**src/rtl/core/rrq_pkg.sv**
```systemverilog
// Types, constants and codes of the round-robin run queue.
package rrq_pkg;

   localparam int NUM_TASKS_DEF = 64;
   localparam int TASK_W        = 6;
   localparam int SLICE_W       = 8;
   localparam int COUNT_W       = 7;
   localparam logic [SLICE_W-1:0] MAX_SLICE_RESET = 8'd5;

   typedef enum logic [1:0] {
      OP_ENQ  = 2'd0,
      OP_DEQ  = 2'd1,
      OP_PICK = 2'd2,
      OP_TICK = 2'd3
   } op_type;

   typedef enum logic [1:0] {
      ST_OK     = 2'd0,
      ST_QUEUED = 2'd1,
      ST_ABSENT = 2'd2
   } status_type;

   typedef enum logic {
      SLICE_GRANT = 1'b0,
      SLICE_DEC   = 1'b1
   } slice_op_type;

   typedef enum logic [1:0] {
      FSM_CLEAR = 2'd0,
      FSM_IDLE  = 2'd1,
      FSM_EXEC  = 2'd2
   } fsm_type;

   typedef struct packed {
      op_type            mode;
      logic [TASK_W-1:0] task_id;
   } req_type;

   typedef struct packed {
      status_type         status;
      logic               found;
      logic [TASK_W-1:0]  chosen_task;
      logic [SLICE_W-1:0] slice_left;
      logic               resched;
      logic [COUNT_W-1:0] queued_count;
   } rsp_type;

endpackage

```
**src/rtl/core/round_robin_run_queue_core.sv**
```systemverilog
// Round-robin run queue of task numbers with per-task time slices.
// After reset the block sweeps its membership/slice memory, entry by entry,
// and accepts no transaction until the sweep ends (max_slice writes are
// taken throughout). Afterwards each transaction first reads the task's
// membership/slice entry and its two list links from registered-read
// memories, then updates the list and slice through the shared slice unit
// and loads the result register. The result register lets the next
// transaction be accepted while a result still waits; execution stalls
// only while that register is full and not taken.
module round_robin_run_queue_core
   import rrq_pkg::*;
#(
   parameter int NUM_TASKS = NUM_TASKS_DEF
) (
   input  logic               clock,
   input  logic               reset,
   input  logic               req_valid,
   output logic               req_ready,
   input  req_type            req_data,
   output logic               rsp_valid,
   input  logic               rsp_ready,
   output rsp_type            rsp_data,
   input  logic               csr_valid,
   output logic               csr_ready,
   input  logic [SLICE_W-1:0] csr_data
);

   localparam int IW   = $clog2(NUM_TASKS);
   localparam int ST_W = SLICE_W + 1;
   localparam logic [IW-1:0] LAST_IDX = IW'(NUM_TASKS - 1);

   // Control and payload registers
   fsm_type            state_ff, state_in;
   logic [IW-1:0]      clr_addr_ff, clr_addr_in;
   op_type             op_ff, op_in;
   logic [IW-1:0]      idx_ff, idx_in;
   logic               in_range_ff, in_range_in;
   logic [IW-1:0]      head_ff, head_in;
   logic [IW-1:0]      tail_ff, tail_in;
   logic [COUNT_W-1:0] count_ff, count_in;
   logic [SLICE_W-1:0] max_slice_ff;
   logic               rsp_valid_ff;
   rsp_type            rsp_data_ff, rsp_next;
   logic               rsp_load;

   // Memory ports
   logic            st_we, st_re;
   logic [IW-1:0]   st_waddr, st_raddr;
   logic [ST_W-1:0] st_wdata, st_rdata;
   logic            nx_we, pv_we, link_re;
   logic [IW-1:0]   nx_waddr, nx_wdata, pv_waddr, pv_wdata;
   logic [IW-1:0]   nx_rdata, pv_rdata;

   // Request decode
   logic [11:0]        req_wide;
   logic [IW-1:0]      req_idx;
   logic               req_in_range;
   logic [11:0]        head_wide;
   logic               rd_iq;
   logic [SLICE_W-1:0] rd_slice;
   slice_op_type       su_op;
   logic [SLICE_W-1:0] su_slice;

   assign req_wide     = {6'b0, req_data.task_id};
   assign req_idx      = req_wide[IW-1:0];
   assign req_in_range = ({7'b0, req_data.task_id} < 13'(NUM_TASKS));
   assign head_wide    = 12'(head_ff);
   assign rd_iq        = st_rdata[SLICE_W];
   assign rd_slice     = st_rdata[SLICE_W-1:0];
   assign su_op        = (op_ff == OP_TICK) ? SLICE_DEC : SLICE_GRANT;

   rrq_ram #(.WIDTH(ST_W), .DEPTH(NUM_TASKS)) u_status_ram (
      .clock   (clock),
      .wr_en   (st_we),
      .wr_addr (st_waddr),
      .wr_data (st_wdata),
      .rd_en   (st_re),
      .rd_addr (st_raddr),
      .rd_data (st_rdata)
   );

   rrq_ram #(.WIDTH(IW), .DEPTH(NUM_TASKS)) u_next_ram (
      .clock   (clock),
      .wr_en   (nx_we),
      .wr_addr (nx_waddr),
      .wr_data (nx_wdata),
      .rd_en   (link_re),
      .rd_addr (idx_in),
      .rd_data (nx_rdata)
   );

   rrq_ram #(.WIDTH(IW), .DEPTH(NUM_TASKS)) u_prev_ram (
      .clock   (clock),
      .wr_en   (pv_we),
      .wr_addr (pv_waddr),
      .wr_data (pv_wdata),
      .rd_en   (link_re),
      .rd_addr (idx_in),
      .rd_data (pv_rdata)
   );

   rrq_slice_unit u_slice_unit (
      .op        (su_op),
      .slice_cur (rd_slice),
      .max_slice (max_slice_ff),
      .slice_new (su_slice)
   );

   // Sequencer: next state, memory control and result
   always_comb begin
      state_in    = state_ff;
      clr_addr_in = clr_addr_ff;
      op_in       = op_ff;
      idx_in      = req_idx;
      in_range_in = in_range_ff;
      head_in     = head_ff;
      tail_in     = tail_ff;
      count_in    = count_ff;
      req_ready   = 1'b0;
      st_we       = 1'b0;
      st_waddr    = idx_ff;
      st_wdata    = '0;
      st_re       = 1'b0;
      st_raddr    = (req_data.mode == OP_PICK) ? head_ff : req_idx;
      nx_we       = 1'b0;
      nx_waddr    = tail_ff;
      nx_wdata    = idx_ff;
      pv_we       = 1'b0;
      pv_waddr    = idx_ff;
      pv_wdata    = tail_ff;
      link_re     = 1'b0;
      rsp_load    = 1'b0;
      rsp_next    = '{status: ST_OK, found: 1'b0, chosen_task: '0, slice_left: '0,
                      resched: 1'b0, queued_count: count_ff};
      unique case (state_ff)
         // Clear membership and slices, one entry a cycle
         FSM_CLEAR: begin
            st_we       = 1'b1;
            st_waddr    = clr_addr_ff;
            clr_addr_in = clr_addr_ff + IW'(1);
            if (clr_addr_ff == LAST_IDX) begin
               state_in = FSM_IDLE;
            end
         end
         // Take a transaction and start its memory reads
         FSM_IDLE: begin
            req_ready = 1'b1;
            if (req_valid) begin
               st_re       = 1'b1;
               link_re     = 1'b1;
               op_in       = req_data.mode;
               in_range_in = req_in_range;
               state_in    = FSM_EXEC;
            end
         end
         // Update the list and slice, load the result
         FSM_EXEC: begin
            idx_in = idx_ff;
            if (!rsp_valid_ff || rsp_ready) begin
               rsp_load = 1'b1;
               state_in = FSM_IDLE;
               if (op_ff == OP_PICK) begin
                  if (count_ff != '0) begin
                     rsp_next.found       = 1'b1;
                     rsp_next.chosen_task = head_wide[TASK_W-1:0];
                     rsp_next.slice_left  = rd_slice;
                  end
               end else if (in_range_ff) begin
                  rsp_next.slice_left = rd_slice;
                  unique case (op_ff)
                     OP_ENQ: begin
                        if (rd_iq) begin
                           rsp_next.status = ST_QUEUED;
                        end else begin
                           // Append at the tail
                           if (count_ff == '0) begin
                              head_in = idx_ff;
                           end else begin
                              nx_we = 1'b1;
                              pv_we = 1'b1;
                           end
                           tail_in  = idx_ff;
                           st_we    = 1'b1;
                           st_wdata = {1'b1, su_slice};
                           count_in = count_ff + COUNT_W'(1);
                           rsp_next.slice_left   = su_slice;
                           rsp_next.queued_count = count_ff + COUNT_W'(1);
                        end
                     end
                     OP_DEQ: begin
                        if (!rd_iq) begin
                           rsp_next.status = ST_ABSENT;
                        end else begin
                           // Unlink from any position
                           if (idx_ff == head_ff) begin
                              head_in = nx_rdata;
                           end else begin
                              nx_we    = 1'b1;
                              nx_waddr = pv_rdata;
                              nx_wdata = nx_rdata;
                           end
                           if (idx_ff == tail_ff) begin
                              tail_in = pv_rdata;
                           end else begin
                              pv_we    = 1'b1;
                              pv_waddr = nx_rdata;
                              pv_wdata = pv_rdata;
                           end
                           st_we    = 1'b1;
                           st_wdata = {1'b0, rd_slice};
                           if (count_ff != '0) begin
                              count_in              = count_ff - COUNT_W'(1);
                              rsp_next.queued_count = count_ff - COUNT_W'(1);
                           end
                        end
                     end
                     OP_TICK: begin
                        st_we               = 1'b1;
                        st_wdata            = {rd_iq, su_slice};
                        rsp_next.slice_left = su_slice;
                        rsp_next.resched    = (su_slice == '0);
                     end
                     OP_PICK: begin
                        rsp_next.slice_left = rd_slice;
                     end
                  endcase
               end
            end
         end
         default: begin
            state_in = FSM_IDLE;
         end
      endcase
   end

   // State and control registers
   always_ff @(posedge clock) begin
      if (reset) begin
         state_ff     <= FSM_CLEAR;
         clr_addr_ff  <= '0;
         head_ff      <= '0;
         tail_ff      <= '0;
         count_ff     <= '0;
         max_slice_ff <= MAX_SLICE_RESET;
         rsp_valid_ff <= 1'b0;
      end else begin
         state_ff    <= state_in;
         clr_addr_ff <= clr_addr_in;
         head_ff     <= head_in;
         tail_ff     <= tail_in;
         count_ff    <= count_in;
         if (csr_valid) begin
            max_slice_ff <= csr_data;
         end
         if (rsp_load) begin
            rsp_valid_ff <= 1'b1;
         end else if (rsp_ready) begin
            rsp_valid_ff <= 1'b0;
         end
      end
   end

   // Transaction payload registers
   always_ff @(posedge clock) begin
      op_ff       <= op_in;
      idx_ff      <= idx_in;
      in_range_ff <= in_range_in;
      if (rsp_load) begin
         rsp_data_ff <= rsp_next;
      end
   end

   assign csr_ready = 1'b1;
   assign rsp_valid = rsp_valid_ff;
   assign rsp_data  = rsp_data_ff;

endmodule

```
**src/rtl/core/rrq_ram.sv**
```systemverilog
// Generic single-write, single-read RAM with registered read data.
module rrq_ram #(
   parameter int WIDTH = 8,
   parameter int DEPTH = 64
) (
   input  logic                     clock,
   input  logic                     wr_en,
   input  logic [$clog2(DEPTH)-1:0] wr_addr,
   input  logic [WIDTH-1:0]         wr_data,
   input  logic                     rd_en,
   input  logic [$clog2(DEPTH)-1:0] rd_addr,
   output logic [WIDTH-1:0]         rd_data
);

   logic [WIDTH-1:0] mem_ff [DEPTH];
   logic [WIDTH-1:0] rd_data_ff;

   // Write port and registered read port
   always_ff @(posedge clock) begin
      if (wr_en) begin
         mem_ff[wr_addr] <= wr_data;
      end
      if (rd_en) begin
         rd_data_ff <= mem_ff[rd_addr];
      end
   end

   assign rd_data = rd_data_ff;

endmodule

```
**src/rtl/core/rrq_slice_unit.sv**
```systemverilog
// Shared slice arithmetic: grant on enqueue, countdown on tick.
module rrq_slice_unit
   import rrq_pkg::*;
(
   input  slice_op_type       op,
   input  logic [SLICE_W-1:0] slice_cur,
   input  logic [SLICE_W-1:0] max_slice,
   output logic [SLICE_W-1:0] slice_new
);

   logic is_zero;

   assign is_zero = (slice_cur == '0);

   always_comb begin
      unique case (op)
         // Clamp a zero or oversized slice to the maximum
         SLICE_GRANT: begin
            slice_new = (is_zero || (slice_cur > max_slice)) ? max_slice : slice_cur;
         end
         // Count down, saturating at zero
         SLICE_DEC: begin
            slice_new = is_zero ? slice_cur : slice_cur - SLICE_W'(1);
         end
      endcase
   end

endmodule

```
**config.mk**
```make
export PLATFORM = sky130hd
export DESIGN_NAME = round_robin_run_queue_core
export DESIGN_NICKNAME = d
export VERILOG_FILES = /design/src/rtl/core/rrq_pkg.sv /design/src/rtl/core/round_robin_run_queue_core.sv /design/src/rtl/core/rrq_ram.sv /design/src/rtl/core/rrq_slice_unit.sv
export SDC_FILE = /design/constraint.sdc
export NUM_CORES = 2
export LEC_CHECK = 0
export ABC_AREA = 1
export ABC_CLOCK_PERIOD_IN_PS = 4900
export BUFFER_PORTS_ARGS = -buffer_cell sky130_fd_sc_hd__buf_2
export CAP_MARGIN = 20
export CELL_PAD_IN_SITES_DETAIL_PLACEMENT = 0
export CELL_PAD_IN_SITES_GLOBAL_PLACEMENT = 1
export CORE_MARGIN = 2
export CORE_UTILIZATION = 35
export DETAILED_ROUTE_END_ITERATION = 6
export GPL_TIMING_DRIVEN = 0
export PLACE_DENSITY = 0.66
export SYNTH_ARGS = -nofsm -noshare
export SYNTH_HDL_FRONTEND = slang
export SYNTH_SLANG_ARGS = --single-unit
```
**constraint.sdc**
```tcl
create_clock -name clock -period 4.9 [get_ports clock]
set_input_delay 0.245 -clock clock [delete_from_list [all_inputs] [get_ports clock]]
set_output_delay 0.245 -clock clock [all_outputs]
set_load 0.03 [all_outputs]
```
==> flow_metrics.env <==
export IMPL_synth_seq_cells=1434
export IMPL_finalNonFillerCells=8428
export IMPL_vdd_drop_max_mv=0.375
export IMPL_r2r_slack_ns=0.35
export IMPL_ios=49
export IMPL_io_buffers=47
export IMPL_syn_to_final_growth_pct=15.7
export IMPL_r2r_start="state_ff[1]"
export IMPL_critPathRequiredTime_ns=5.29
export IMPL_outcome="finished, final reports clean"
export IMPL_synthTopCellsByCount="1852 x nand2_1, 1392 x edfxtp_1, 683 x nand3_1, 597 x nor2_1, 258 x inv_1"
export IMPL_nNetsFinal=6021
export IMPL_dp_slack_ns=0.456
export IMPL_grt_first_pass_wirelength_mm=308
export IMPL_critical_path_class="reg2reg"
export IMPL_fin_ws_ns=0.347
export IMPL_syn_area_um2=61100
export IMPL_layout_min_cycle_time_ns=4.55
export IMPL_fp_row_count=153
export IMPL_rsz0062_at_grt="false"
export IMPL_clock_sinks=1434
export IMPL_setup_viol=0
export IMPL_netlist_instances=5702
export IMPL_crit_start="state_ff[1]"
export IMPL_via_per_inst=5.29
export IMPL_worst_clock_skew_ns=0.0331
export IMPL_cts_htree_levels=4
export IMPL_yosys_warnings=0
export IMPL_postCtsSetupRepairBufs=0
export IMPL_drive_above_1_share_pct=9.75
export IMPL_synth_top_area_share_pct=68.4
export IMPL_hold_ws_ns=0.0433
export IMPL_routedWlPerCell_um=26.3
export IMPL_max_cap_violations=0
export IMPL_coreArea_um2=174000
export IMPL_cp_arrival_ns=4.95
export IMPL_hold_depth=4
export IMPL_synth_fp_nets=5740
export IMPL_grtUsageTotal_pct=24.3
export IMPL_end_kind="flop"
export IMPL_clk_latency_ns=0.81
export IMPL_synth_edf_count=1392
export IMPL_crit_family="simple AND/OR/NAND/NOR gates"
export IMPL_dieArea_um2=178000
export IMPL_p_leak_nw=27.3
export IMPL_die_h_um=422
export IMPL_grt_pass1_vias=41588
export IMPL_drv_slew=0
export IMPL_cts_root_buffer="clkbuf_16"
export IMPL_cpMaxStageDelayCell="nor2_1"
export IMPL_vias=44543
export IMPL_r2r_end="u_status_ram.mem_ff[54][0]"
export IMPL_hold_viol=0
export IMPL_routed_wl_mm=222
export IMPL_antenna_found_initial=10
export IMPL_cts_buffers=150
export IMPL_cts_tree="built"
export IMPL_min_to="max_slice_ff[6]"
export IMPL_grt_ovfl_total=0
export IMPL_power_density_nw_per_um2=376
export IMPL_synthSimpleGateAreaFrac_pct=21.3
export IMPL_ys_async_sr_fraction_pct=0
export IMPL_total_power_mw=26.6
export IMPL_hold_class="in2reg"
export IMPL_first_pass_iters=7
export IMPL_max_stage_delay_ns=1.18
export IMPL_synth_most_common_cell="nand2_1"
export IMPL_hp_start="csr_valid"
export IMPL_ys_top_cells_by_area="edfxtp_1 68%, nand2_1 11%, nand3_1 5.6%"
export IMPL_path_cells="nand2_2, nor2_4, nand2_4, inv_1, nand2_1, nand3_1, nand4_1, nor2_1"
export IMPL_drc=0
export IMPL_postSynthAreaPerCell_um2=10.7
export IMPL_path_max_fanout=27
export IMPL_worst_path_buf_inv=1
export IMPL_dp_hpwl_mm=155
export IMPL_grt_max_degree=35
export IMPL_period_share_pct=92.9
export IMPL_drtIter0Drc=5746
export IMPL_slew_headroom_pct=16.0
export IMPL_ctsResizeCount=0
export IMPL_start_util_pct=35.2
export IMPL_synthDistinctLibCells=42
export IMPL_timing_fmax_mhz=220
export IMPL_synth_mux_area_share_pct=0
export IMPL_ant_nets=0
export IMPL_max_slew_worst_pin_slew_ns=1.26
export IMPL_synth_top_family_by_area="simple AND/OR/NAND/NOR gates"
export IMPL_clk_pin_slew_worst_paths_ns=0.06
export IMPL_yosysTopAreaCell="edfxtp_1"
export IMPL_die_x_um=422
export IMPL_synthAdderAreaFrac_pct=0.348
export IMPL_startpoint_type="flop"
export IMPL_gp_congestion=0.957
export IMPL_reg2reg_depth=8
export IMPL_synth_xor_area_share_pct=0.229
export IMPL_ys_seq_area_share_pct=69.8
export IMPL_synth_ff_type="edfxtp_1"
export IMPL_clockBufferDepth=3
export IMPL_dp_cells=8128
export IMPL_synth_compound_area_share_pct=4.35
[worst max-delay path by stage]
stage                                             to  cells past startpoint
after floorplan              u_prev_ram.mem_ff[0][3]                      9
after global placement      u_prev_ram.mem_ff[46][4]                      8
after detailed placement   u_status_ram.mem_ff[6][1]                      8
after CTS                  u_status_ram.mem_ff[6][4]                      8
after global routing      u_status_ram.mem_ff[54][0]                      8
final                     u_status_ram.mem_ff[54][0]                      8
[flip-flops by register name (all words and copies together) (netlist names)]
| register | cells |
|---|---|
| rsp_data | 25 |
| state_ff | 2 |
| u_status_ram.mem_ff | 576 |
| u_next_ram.mem_ff | 384 |
| u_status_ram.rd_data | 9 |
| u_prev_ram.rd_data | 6 |
| clr_addr_ff | 6 |
| u_prev_ram.mem_ff | 384 |
| rsp_valid | 1 |
| op_ff | 2 |
| u_next_ram.rd_data | 6 |
| count_ff | 7 |
| tail_ff | 6 |
| head_ff | 6 |
| idx_ff | 6 |
| max_slice_ff | 8 |
[kinds of logic after synthesis]
kind of cell	after synthesis
and+or+nand+nor	3185
DFF	1434
buffers and inverters	579
AOI/OAI and AO/OA	470
adders and majority gates	17
xor gates and xnor gates	16
other	1
[cell usage in the layout (no fill, tap or decap), types with 6 or more instances in the layout]
cell type | synthesis | final
buf_1 | 11 | 11
clkbuf_1 | 106 | 130
xor2_1 | 16 | 16
buf_6 | 6 | 17
buf_2 | 161 | 208
nand4_1 | 12 | 12
buf_16 | 0 | 15
edfxtp_1 | 1392 | 1392
ha_1 | 17 | 17
buf_4 | 16 | 21
o21ai_4 | 0 | 12
buf_12 | 0 | 27
nand2_2 | 18 | 18
o211ai_1 | 90 | 90
dfxtp_1 | 42 | 42
inv_6 | 0 | 8
nand2_1 | 1852 | 1852
nand3_1 | 683 | 683
a21oi_1 | 70 | 62
o21ai_1 | 40 | 39
nor2_1 | 597 | 593
clkinv_2 | 0 | 31
bufinv_16 | 0 | 14
clkinv_1 | 5 | 35
inv_1 | 258 | 258
nor3_1 | 6 | 6
a21oi_4 | 0 | 8
inv_2 | 16 | 16
o21ai_0 | 245 | 233
o21ai_2 | 14 | 15
clkbuf_16 | 0 | 154
dlygate4sd3_1 | 0 | 20
[per-stage QoR]
step           cell area, µm²  utilization (%)  setup TNS (ns)
3_5_place_dp            65600             37.8               0
6_report                70700             40.7               0
4_1_cts                 70600             40.7               0
2_1_floorplan           61100                -          -39.45
5_1_grt                 70700             40.7               0
3_3_place_gp            64300             37.0        -5607.49
[power breakdown]
group	switching (mW)	total (mW)	internal, mW
logic	1.42	1.85	0.434
registers	0.0144	13.4	13.3
clock network	4.87	11.4	6.51
total	6.31	26.6	20.3
[layout make-up]
| class | instances | area (µm²) |
|---|---|---|
| fillers | 16780 | 103000 |
| flip-flops and latches | 1434 | 42600 |
| multi-input cells | 3689 | 16300 |
| clock buffers | 180 | 3970 |
| well taps | 2325 | 2910 |
| repair buffers | 129 | 1610 |
| plain buffers | 300 | 1430 |
| inverters | 279 | 1050 |
| clock inverters | 89 | 827 |
| diodes | 3 | 7.51 |
[routing by layer]
layer,vias to the layer above,wire length (µm),global-route usage (%)
met1,21687,89300,32.1
met4,6,11700,11.8
met5,-,31,0
met2,2285,102000,38.6
met3,488,19200,4.58
li1,20077,-,-
[tightest hold or removal path: stages]
cell	delay, ns
buf_2	0.12
inv_1	0.08
clkbuf_1	0.21
a21oi_1	0.16
[repair_timing]
item,4_1_cts,5_1_grt
hold buffers,20,0
endpoints found under the hold margin,16,0
setup endpoints to repair,0,0
(Power assumes the default switching activity.)
